### config.mk
export PLATFORM = sky130hd
export DESIGN_NAME = cartridge_bank_mapper
export DESIGN_NICKNAME = d
export VERILOG_FILES = /design/src/hdl/cbm_pkg.sv /design/src/hdl/cbm_state.sv /design/src/hdl/cbm_xlate.sv /design/src/hdl/cartridge_bank_mapper.sv
export SDC_FILE = /design/constraint.sdc
export NUM_CORES = 1
export LEC_CHECK = 0
export ABC_AREA = 0
export BUFFER_PORTS_ARGS = -buffer_cell sky130_fd_sc_hd__buf_2
export CORE_ASPECT_RATIO = 0.5
export CORE_MARGIN = 5
export CORE_UTILIZATION = 57
export DETAILED_ROUTE_END_ITERATION = 12
export PLACE_DENSITY = 0.88
export SYNTH_ARGS = -nofsm -noshare
export SYNTH_HDL_FRONTEND = slang
export SYNTH_SLANG_ARGS = --single-unit
### constraint.sdc
create_clock -name clock -period 3.5 [get_ports clock]
set_input_delay 0.525 -clock clock [delete_from_list [all_inputs] [get_ports clock]]
set_output_delay 0.525 -clock clock [all_outputs]
set_load 0.05 [all_outputs]
### src/hdl/cbm_pkg.sv
`timescale 1ns / 1ps

package cbm_pkg;

   // bank geometry
   localparam int unsigned ROM_BANK_BYTES = 16384;
   localparam int unsigned RAM_BANK_BYTES = 8192;
   localparam int unsigned ROM_OFFSET_BITS = $clog2(ROM_BANK_BYTES);
   localparam int unsigned RAM_OFFSET_BITS = $clog2(RAM_BANK_BYTES);

   // field widths
   localparam int unsigned ADDR_BITS = 16;
   localparam int unsigned DATA_BITS = 8;
   localparam int unsigned PHYS_BITS = 21;
   localparam int unsigned TARGET_BITS = 2;
   localparam int unsigned ROM_LOG2_BITS = 3;
   localparam int unsigned RAM_CODE_BITS = 2;
   localparam int unsigned LOW_BANK_BITS = 5;
   localparam int unsigned HIGH_BANK_BITS = 2;
   localparam int unsigned ROM_BANK_BITS = LOW_BANK_BITS + HIGH_BANK_BITS;
   localparam int unsigned RAM_ADDR_BITS = HIGH_BANK_BITS + RAM_OFFSET_BITS;
   localparam int unsigned CSR_INDEX_BITS = 1;
   localparam int unsigned CSR_DATA_BITS = 3;

   // bus operation codes
   localparam logic OP_READ = 1'b0;
   localparam logic OP_WRITE = 1'b1;

   // result targets
   localparam logic [TARGET_BITS-1:0] TARGET_NONE = 2'd0;
   localparam logic [TARGET_BITS-1:0] TARGET_ROM_READ = 2'd1;
   localparam logic [TARGET_BITS-1:0] TARGET_RAM_READ = 2'd2;
   localparam logic [TARGET_BITS-1:0] TARGET_RAM_WRITE = 2'd3;

   // configuration register indexes
   localparam logic [CSR_INDEX_BITS-1:0] CSR_ROM_BANKS_LOG2 = 1'b0;
   localparam logic [CSR_INDEX_BITS-1:0] CSR_RAM_SIZE_CODE = 1'b1;

   // 8 KB address regions, by address[15:13]
   localparam logic [2:0] REGION_RAM_ENABLE = 3'd0;
   localparam logic [2:0] REGION_LOW_BANK = 3'd1;
   localparam logic [2:0] REGION_HIGH_BANK = 3'd2;
   localparam logic [2:0] REGION_BANK_MODE = 3'd3;
   localparam logic [2:0] REGION_RAM_WINDOW = 3'd5;

   // ram size codes
   localparam logic [RAM_CODE_BITS-1:0] RAM_NONE = 2'd0;
   localparam logic [RAM_CODE_BITS-1:0] RAM_2KB = 2'd1;
   localparam logic [RAM_CODE_BITS-1:0] RAM_8KB = 2'd2;
   localparam logic [RAM_CODE_BITS-1:0] RAM_32KB = 2'd3;

   // rom size thresholds in log2 of banks
   localparam logic [ROM_LOG2_BITS-1:0] ROM_64KB = 3'd2;
   localparam logic [ROM_LOG2_BITS-1:0] ROM_128KB = 3'd3;
   localparam logic [ROM_LOG2_BITS-1:0] ROM_256KB = 3'd4;
   localparam logic [ROM_LOG2_BITS-1:0] ROM_512KB = 3'd5;

   localparam logic [3:0] RAM_ENABLE_KEY = 4'hA;
   localparam logic [DATA_BITS-1:0] OPEN_BUS_DATA = 8'hFF;

   // one bus access
   typedef struct packed {
      logic                 operation;
      logic [ADDR_BITS-1:0] address;
      logic [DATA_BITS-1:0] write_data;
   } access_type;

   // one result word
   typedef struct packed {
      logic [TARGET_BITS-1:0] target;
      logic [PHYS_BITS-1:0]   phys_address;
      logic [DATA_BITS-1:0]   data_out;
      logic                   open_bus;
   } result_type;

   // mapper state seen by the translator
   typedef struct packed {
      logic                      ram_enabled;
      logic [LOW_BANK_BITS-1:0]  low_bank;
      logic [HIGH_BANK_BITS-1:0] high_bank;
      logic [HIGH_BANK_BITS-1:0] ram_bank_sel;
      logic                      bank_mode;
      logic [ROM_LOG2_BITS-1:0]  rom_log2;
      logic [RAM_CODE_BITS-1:0]  ram_size_code;
   } bank_state_type;

endpackage

### src/hdl/cbm_state.sv
`timescale 1ns / 1ps

module cbm_state (
   input  logic                                clock,
   input  logic                                reset,
   input  logic                                csr_valid,
   input  logic [cbm_pkg::CSR_INDEX_BITS-1:0]  csr_index,
   input  logic [cbm_pkg::CSR_DATA_BITS-1:0]   csr_write_data,
   input  logic                                commit,
   input  cbm_pkg::access_type                 access,
   output cbm_pkg::bank_state_type             state
);

   logic                                 ram_enabled_ff, ram_enabled_in;
   logic [cbm_pkg::LOW_BANK_BITS-1:0]    low_bank_ff, low_bank_in;
   logic [cbm_pkg::HIGH_BANK_BITS-1:0]   high_bank_ff, high_bank_in;
   logic [cbm_pkg::HIGH_BANK_BITS-1:0]   ram_bank_sel_ff, ram_bank_sel_in;
   logic                                 bank_mode_ff, bank_mode_in;
   logic [cbm_pkg::ROM_LOG2_BITS-1:0]    rom_banks_log2_ff, rom_banks_log2_in;
   logic [cbm_pkg::RAM_CODE_BITS-1:0]    ram_size_code_ff, ram_size_code_in;
   logic [cbm_pkg::ROM_LOG2_BITS-1:0]    rom_log2;
   logic [cbm_pkg::LOW_BANK_BITS-1:0]    low_mask;
   logic [cbm_pkg::LOW_BANK_BITS-1:0]    low_field;

   // a zero rom size reads as 32 KB
   assign rom_log2 = (rom_banks_log2_ff == '0) ? 3'd1 : rom_banks_log2_ff;

   // small images drop the upper low-bank bits
   always_comb begin
      unique case (rom_log2)
         cbm_pkg::ROM_64KB:  low_mask = 5'h03;
         cbm_pkg::ROM_128KB: low_mask = 5'h07;
         cbm_pkg::ROM_256KB: low_mask = 5'h0F;
         default:            low_mask = 5'h1F;
      endcase
   end

   assign low_field = access.write_data[cbm_pkg::LOW_BANK_BITS-1:0];

   // configuration register writes
   always_comb begin
      rom_banks_log2_in = rom_banks_log2_ff;
      ram_size_code_in = ram_size_code_ff;
      if (csr_valid) begin
         unique case (csr_index)
            cbm_pkg::CSR_ROM_BANKS_LOG2: rom_banks_log2_in = csr_write_data;
            cbm_pkg::CSR_RAM_SIZE_CODE:
               ram_size_code_in = csr_write_data[cbm_pkg::RAM_CODE_BITS-1:0];
            default: ;
         endcase
      end
   end

   // bank register writes from the bus
   always_comb begin
      ram_enabled_in = ram_enabled_ff;
      low_bank_in = low_bank_ff;
      high_bank_in = high_bank_ff;
      ram_bank_sel_in = ram_bank_sel_ff;
      bank_mode_in = bank_mode_ff;
      if (commit && access.operation == cbm_pkg::OP_WRITE) begin
         unique case (access.address[15:13])
            cbm_pkg::REGION_RAM_ENABLE: begin
               ram_enabled_in = (access.write_data[3:0] == cbm_pkg::RAM_ENABLE_KEY);
            end
            cbm_pkg::REGION_LOW_BANK: begin
               if (low_field == '0) begin
                  low_bank_in = 5'd1;
               end else begin
                  low_bank_in = low_field & low_mask;
               end
            end
            cbm_pkg::REGION_HIGH_BANK: begin
               if (!bank_mode_ff) begin
                  high_bank_in = (rom_log2 >= cbm_pkg::ROM_512KB) ?
                                 access.write_data[1:0] : 2'd0;
                  ram_bank_sel_in = 2'd0;
               end else begin
                  ram_bank_sel_in = (ram_size_code_ff == cbm_pkg::RAM_32KB) ?
                                    access.write_data[1:0] : 2'd0;
               end
            end
            cbm_pkg::REGION_BANK_MODE: begin
               if (rom_log2 > cbm_pkg::ROM_512KB ||
                   ram_size_code_ff == cbm_pkg::RAM_32KB) begin
                  bank_mode_in = access.write_data[0];
               end
            end
            default: ;
         endcase
      end
   end

   always_ff @(posedge clock) begin
      if (reset) begin
         ram_enabled_ff <= 1'b0;
         low_bank_ff <= 5'd1;
         high_bank_ff <= '0;
         ram_bank_sel_ff <= '0;
         bank_mode_ff <= 1'b0;
         rom_banks_log2_ff <= 3'd1;
         ram_size_code_ff <= cbm_pkg::RAM_NONE;
      end else begin
         ram_enabled_ff <= ram_enabled_in;
         low_bank_ff <= low_bank_in;
         high_bank_ff <= high_bank_in;
         ram_bank_sel_ff <= ram_bank_sel_in;
         bank_mode_ff <= bank_mode_in;
         rom_banks_log2_ff <= rom_banks_log2_in;
         ram_size_code_ff <= ram_size_code_in;
      end
   end

   assign state.ram_enabled = ram_enabled_ff;
   assign state.low_bank = low_bank_ff;
   assign state.high_bank = high_bank_ff;
   assign state.ram_bank_sel = ram_bank_sel_ff;
   assign state.bank_mode = bank_mode_ff;
   assign state.rom_log2 = rom_log2;
   assign state.ram_size_code = ram_size_code_ff;

endmodule

### src/hdl/cbm_xlate.sv
`timescale 1ns / 1ps

module cbm_xlate (
   input  cbm_pkg::access_type      access,
   input  cbm_pkg::bank_state_type  state,
   output cbm_pkg::result_type      result
);

   logic [cbm_pkg::ROM_BANK_BITS-1:0] rom_bank;
   logic [cbm_pkg::PHYS_BITS-1:0]     rom_mask;
   logic [cbm_pkg::PHYS_BITS-1:0]     rom_phys;
   logic [cbm_pkg::RAM_ADDR_BITS-1:0] ram_wrap;
   logic [cbm_pkg::RAM_ADDR_BITS-1:0] ram_phys;
   logic                              ram_ok;
   logic                              in_rom;
   logic                              in_ram;

   // rom image wraps at 16 KB << rom_log2
   assign rom_mask = cbm_pkg::PHYS_BITS'(
      (22'(1) << (5'(cbm_pkg::ROM_OFFSET_BITS) + 5'(state.rom_log2))) - 22'd1);

   // fixed window uses bank 0 or the upper bits only
   always_comb begin
      if (access.address[cbm_pkg::ROM_OFFSET_BITS]) begin
         rom_bank = {state.high_bank, state.low_bank};
      end else if (state.bank_mode) begin
         rom_bank = {state.high_bank, {cbm_pkg::LOW_BANK_BITS{1'b0}}};
      end else begin
         rom_bank = '0;
      end
   end

   assign rom_phys = {rom_bank, access.address[cbm_pkg::ROM_OFFSET_BITS-1:0]} & rom_mask;

   // ram store wraps to its size
   always_comb begin
      unique case (state.ram_size_code)
         cbm_pkg::RAM_2KB: ram_wrap = 15'h07FF;
         cbm_pkg::RAM_8KB: ram_wrap = 15'h1FFF;
         default:          ram_wrap = 15'h7FFF;
      endcase
   end

   assign ram_phys = {state.ram_bank_sel, access.address[cbm_pkg::RAM_OFFSET_BITS-1:0]}
                     & ram_wrap;

   assign ram_ok = (state.ram_size_code != cbm_pkg::RAM_NONE) && state.ram_enabled;
   assign in_rom = !access.address[15];
   assign in_ram = (access.address[15:13] == cbm_pkg::REGION_RAM_WINDOW) && ram_ok;

   // result word
   always_comb begin
      result.target = cbm_pkg::TARGET_NONE;
      result.phys_address = '0;
      result.data_out = '0;
      result.open_bus = 1'b0;
      if (access.operation == cbm_pkg::OP_WRITE) begin
         if (in_ram) begin
            result.target = cbm_pkg::TARGET_RAM_WRITE;
            result.phys_address = cbm_pkg::PHYS_BITS'(ram_phys);
            result.data_out = access.write_data;
         end
      end else begin
         priority if (in_rom) begin
            result.target = cbm_pkg::TARGET_ROM_READ;
            result.phys_address = rom_phys;
         end else if (in_ram) begin
            result.target = cbm_pkg::TARGET_RAM_READ;
            result.phys_address = cbm_pkg::PHYS_BITS'(ram_phys);
         end else begin
            result.data_out = cbm_pkg::OPEN_BUS_DATA;
            result.open_bus = 1'b1;
         end
      end
   end

endmodule

### src/hdl/cartridge_bank_mapper.sv
`timescale 1ns / 1ps

// MBC1-style cartridge bank mapper. Each bus access word (read or write of a
// 16-bit address) is taken into an input register, decoded combinationally
// against the bank registers, and its result word (target, physical byte
// address, data and open-bus flag) lands in a result register: one access per
// cycle sustained while rsp_stall is low, each access passing the input register
// and then the result register. Writes below 0x8000 update the bank registers as
// they leave the input register, so the next access already sees them. ROM and
// RAM contents are outside this block; the result only says where to go. The
// configuration port (ROM size as log2 of 16 KB banks, RAM size code) is always
// ready and should be written only while no access is in flight.
module cartridge_bank_mapper (
   input  logic                                clock,
   input  logic                                reset,
   input  logic                                req_valid,
   output logic                                req_stall,
   input  logic                                req_operation,
   input  logic [cbm_pkg::ADDR_BITS-1:0]       req_address,
   input  logic [cbm_pkg::DATA_BITS-1:0]       req_write_data,
   output logic                                rsp_valid,
   input  logic                                rsp_stall,
   output logic [cbm_pkg::TARGET_BITS-1:0]     rsp_target,
   output logic [cbm_pkg::PHYS_BITS-1:0]       rsp_phys_address,
   output logic [cbm_pkg::DATA_BITS-1:0]       rsp_data_out,
   output logic                                rsp_open_bus,
   input  logic                                csr_valid,
   output logic                                csr_ready,
   input  logic [cbm_pkg::CSR_INDEX_BITS-1:0]  csr_index,
   input  logic [cbm_pkg::CSR_DATA_BITS-1:0]   csr_write_data
);

   logic                    in_valid_ff, in_valid_in;
   cbm_pkg::access_type     in_word_ff, in_word_in;
   logic                    out_valid_ff, out_valid_in;
   cbm_pkg::result_type     out_word_ff, out_word_in;
   cbm_pkg::bank_state_type state;
   cbm_pkg::result_type     result;
   logic                    out_free;
   logic                    advance;
   logic                    req_take;

   // handshake between the two register stages
   assign out_free = !out_valid_ff || !rsp_stall;
   assign advance = in_valid_ff && out_free;
   assign req_stall = in_valid_ff && !out_free;
   assign req_take = req_valid && !req_stall;
   assign csr_ready = 1'b1;

   cbm_state u_state (
      .clock          (clock),
      .reset          (reset),
      .csr_valid      (csr_valid),
      .csr_index      (csr_index),
      .csr_write_data (csr_write_data),
      .commit         (advance),
      .access         (in_word_ff),
      .state          (state)
   );

   cbm_xlate u_xlate (
      .access (in_word_ff),
      .state  (state),
      .result (result)
   );

   // input stage
   always_comb begin
      in_valid_in = in_valid_ff;
      in_word_in = in_word_ff;
      if (req_take) begin
         in_valid_in = 1'b1;
         in_word_in.operation = req_operation;
         in_word_in.address = req_address;
         in_word_in.write_data = req_write_data;
      end else if (advance) begin
         in_valid_in = 1'b0;
      end
   end

   // result stage
   always_comb begin
      out_valid_in = out_valid_ff;
      out_word_in = out_word_ff;
      if (advance) begin
         out_valid_in = 1'b1;
         out_word_in = result;
      end else if (out_valid_ff && !rsp_stall) begin
         out_valid_in = 1'b0;
      end
   end

   always_ff @(posedge clock) begin
      if (reset) begin
         in_valid_ff <= 1'b0;
         out_valid_ff <= 1'b0;
      end else begin
         in_valid_ff <= in_valid_in;
         out_valid_ff <= out_valid_in;
      end
   end

   always_ff @(posedge clock) begin
      in_word_ff <= in_word_in;
      out_word_ff <= out_word_in;
   end

   assign rsp_valid = out_valid_ff;
   assign rsp_target = out_word_ff.target;
   assign rsp_phys_address = out_word_ff.phys_address;
   assign rsp_data_out = out_word_ff.data_out;
   assign rsp_open_bus = out_word_ff.open_bus;

endmodule

==> key figures <==
Run status
  • Status: completed

GRT
  • Largest net degree at the start of global routing: 37
  • Initial antenna violation count: 0
  • Gr ovfl total: 0
  • GRT Resource Usage Total: 16.93%
  • First-pass GRT wire length: 8.845 mm
  • Vias in the first global route: 1,907

Synth
  • EDFF count, synth: 57
  • Post-Syn Area per Cell: 14.22 um2
  • Synth Flop Type: edfxtp_1
  • Synthesized instance count: 213
  • Post-Syn Area: 3029 um2
  • Ys Warns: 0
  • Synth cell types: 50
  • Post-synthesis sequential area ratio: 68.40%
  • Synth Net Count: 253
  • Async SR Flop Fraction: 0%
  • Flip-flop and latch count after synthesis: 75

Power and ir drop
  • Maximum vdd drop: 0.0003123 V
  • Total internal power: 1.445 mW
  • Share of power burned in registers: 54.6%
  • Leak: 1.441 nW
  • Pwr dens: 519.7 nW/um2
  • Clock power share: 36.4%
  • Comb power frac: 9.0%
  • Switch share: 22.93%
  • Switching Power: 0.4300 mW

Timing
  • Final Cycle Share: 53.81%
  • Final setup fails: 0
  • Slew @ Worst Pin: 0.7499 ns
  • Min cycle time layout: 1.884 ns
  • Worst slew margin: 49.94%
  • RSZ-0062 raised after global routing: false
  • Final Hold Vio Count: 0
  • Fin. max-slew vios: 0
  • Max Freq: 530.9 MHz
  • Post-route setup TNS: 0 ns
  • Worst clock skew: 0.006434 ns

CTS
  • Clock latency on the worst-skew pair: 0.33 ns
  • CTS tree: done
  • Clk buf depth: 2
  • Post-CTS Hold Fix Bufs: 0
  • # Post-CTS Setup Buffers: 0
  • Root Buffer: clkbuf_8
  • Num CTS Buffers: 9
  • H-tree depth: 3
  • Clock sinks: 75
  • Post-cts resize count: 0
  • Clock transition at the registers of the reported paths: 0.07 ns

Final layout
  • Share of cells above drive strength 1: 31.94%
  • N_diodes: 0
  • Finished Layout Cells: 358
  • Synthesis-to-finish area growth: 19.12%
  • NumNets Final: 323

Drt
  • DRC viols: 0
  • DR vias: 1,896
  • Iter 0 DRT Violations: 80
  • Routed Antenna Nets: 0
  • First-pass iteration count of the detailed router: 4
  • Total Wirelength: 5.498 mm
  • Per-cell routed wire length: 15.36 um
  • Vias per Instance: 5.296

Worst setup path
  • CP endpoint kind: flop
  • Max stage delay cell, worst path: inv_2
  • Worst Setup Start Kind: flop
  • CP Data Arrival Time: 2.11 ns
  • CP Cell Sequence: a21bo_2, inv_2, nand3_2, o41ai_1
  • Crit Path Category: flop to flop
  • WP data required: 3.73 ns
  • CP startpoint: in_valid_ff
  • Critical R2R Launch: in_valid_ff
  • Worst-path maximum fanout: 36
  • Slowest Stage Delay on Critical Path: 0.57 ns

Floorplanning
  • Die area: 6961 um2
  • Die X: 113.1 um
  • I/O pins: 69
  • Placement Rows: 18
  • CORE AREA: 5022 um2
  • Die height: 61.55 um
  • Initial Util: 60.31%

Worst hold path
  • Worst Hold Launch: req_address[9]
  • HP Class: primary input to flop

Placement
  • Placed Instances: 342
  • HPWL after DPL: 3.938 mm
  • Port Buffer Count: 67
  • Routability cong.: 0.8300

Flow run
  • Max-Cap Viols: 0
-- stage by stage --
step / hold WS, ns / worst slack [ns] / cell area [um2] / power (mW) / util, %
5_1_grt: 0.3445 / 1.507 / 3608 / 1.941 / 71.85
3_5_place_dp: 0.4587 / 1.334 / 3401 / 1.213 / 67.71
2_1_floorplan: 0.4299 / 0.9742 / 3029 / 1.161 / -
4_1_cts: 0.3551 / 1.606 / 3608 / 1.892 / 71.85
6_report: 0.3691 / 1.617 / 3608 / 1.875 / 71.85
3_3_place_gp: 0.4395 / 1.445 / 3401 / 1.206 / 67.71
-- final timing paths --
| kind | cells after the start | slack, ns | end |
|---|---|---|---|
| worst max-delay path | 4 | 1.62 | u_state.low_bank_ff[3] |
| worst min-delay path | 1 | 0.37 | in_word_ff[17] |
| worst max register to register | 4 | 1.62 | u_state.low_bank_ff[3] |
| worst min register to register | 2 | 0.47 | u_state.high_bank_ff[0] |
-- worst max-delay path, delay by kind of cell (launching register included) --
kind | cells | cell delay (ns)
AO/OA/AOI/OAI | 2 | 0.59
buffers and inverters | 1 | 0.57
flip-flops | 1 | 0.35
AND/OR/NAND/NOR | 1 | 0.27
-- cells in the mapped netlist, types with 2 or more instances --
library cell / instances / area share [%]
clkbuf_1: 4 / 0.50
and2_1: 12 / 2.5
nor4_1: 2 / 0.41
nand4_1: 3 / 0.62
nor2_1: 6 / 0.74
a21bo_2: 2 / 0.66
a21o_1: 9 / 2.2
ha_1: 6 / 2.5
buf_6: 3 / 1.1
a21oi_1: 8 / 1.3
or3_1: 2 / 0.41
and3b_1: 2 / 0.58
nor4bb_1: 2 / 0.66
edfxtp_1: 57 / 57
nor3b_1: 4 / 0.99
nand3_1: 5 / 0.83
nor3_1: 3 / 0.50
dfxtp_1: 18 / 12
mux2i_1: 9 / 3.0
inv_1: 9 / 1.1
o211ai_1: 2 / 0.50
o21ai_0: 2 / 0.33
nand2_1: 12 / 1.5
nor2b_1: 4 / 0.83
and3_1: 2 / 0.41
-- layer usage --
metal | global-route usage [%] | wire length, um
met1 | 18.58 | 2242
met2 | 31.82 | 2850
met3 | 6.084 | 359
met4 | 5.479 | 45
met5 | 0 | 0
-- layout by cell type (no fill, tap or decap), types with 2 or more instances in the layout --
cell type,n
a21bo_2,2
a21o_1,9
a21oi_1,8
and2_1,12
and3_1,2
and3b_1,2
buf_2,67
bufinv_16,2
clkbuf_8,9
clkinv_1,2
dfxtp_1,18
edfxtp_1,57
ha_1,6
inv_1,9
mux2i_1,9
nand2_1,12
nand3_1,5
nand4_1,3
nor2_1,6
nor2b_1,3
nor3_1,3
nor3b_1,4
nor4_1,2
nor4bb_1,2
o211ai_1,2
o21ai_0,2
or3_1,2
-- power by group through the flow --
| stage | clock network (mW) | logic, mW | registers [mW] |
|---|---|---|---|
| CTS | 0.698 | 0.171 | 1.02 |
| floorplan | 0 | 0.0638 | 1.10 |
| global placement | 0 | 0.165 | 1.04 |
| global route | 0.734 | 0.180 | 1.03 |
| finish | 0.683 | 0.169 | 1.02 |
| detailed placement | 0 | 0.170 | 1.04 |
-- area by class of cell --
class	count	area (um2)
multi-input cells	119	860.8
clock inverters	6	80.08
clock buffers	10	127.6
repair buffers	68	342.8
flip-flops and latches	75	2072
well taps	70	87.58
fillers	320	1414
inverters	10	37.54
-- flip-flops by register name, summed over array words and instances (netlist names) --
signal / cells
in_word_ff: 25
rsp_target: 2
u_state.ram_bank_sel_ff: 2
u_state.ram_size_code_ff: 2
rsp_open_bus: 1
u_state.rom_banks_log2_ff: 3
rsp_phys_address: 21
in_valid_ff: 1
rsp_valid: 1
rsp_data_out: 8
u_state.low_bank_ff: 5
u_state.ram_enabled_ff: 1
u_state.high_bank_ff: 2
u_state.bank_mode_ff: 1
-- logic make-up after synthesis --
kind of cell | share of synthesized area (%)
DFF | 68.40
buffers and inverters | 3.263
other | 0.1238
adders and majority gates | 2.478
and+or+nand+nor | 14.95
xor gates and xnor gates | 0.5784
AOI/OAI and AO/OA | 7.229
muxes | 2.974
Power figures use the tool's default switching activity.
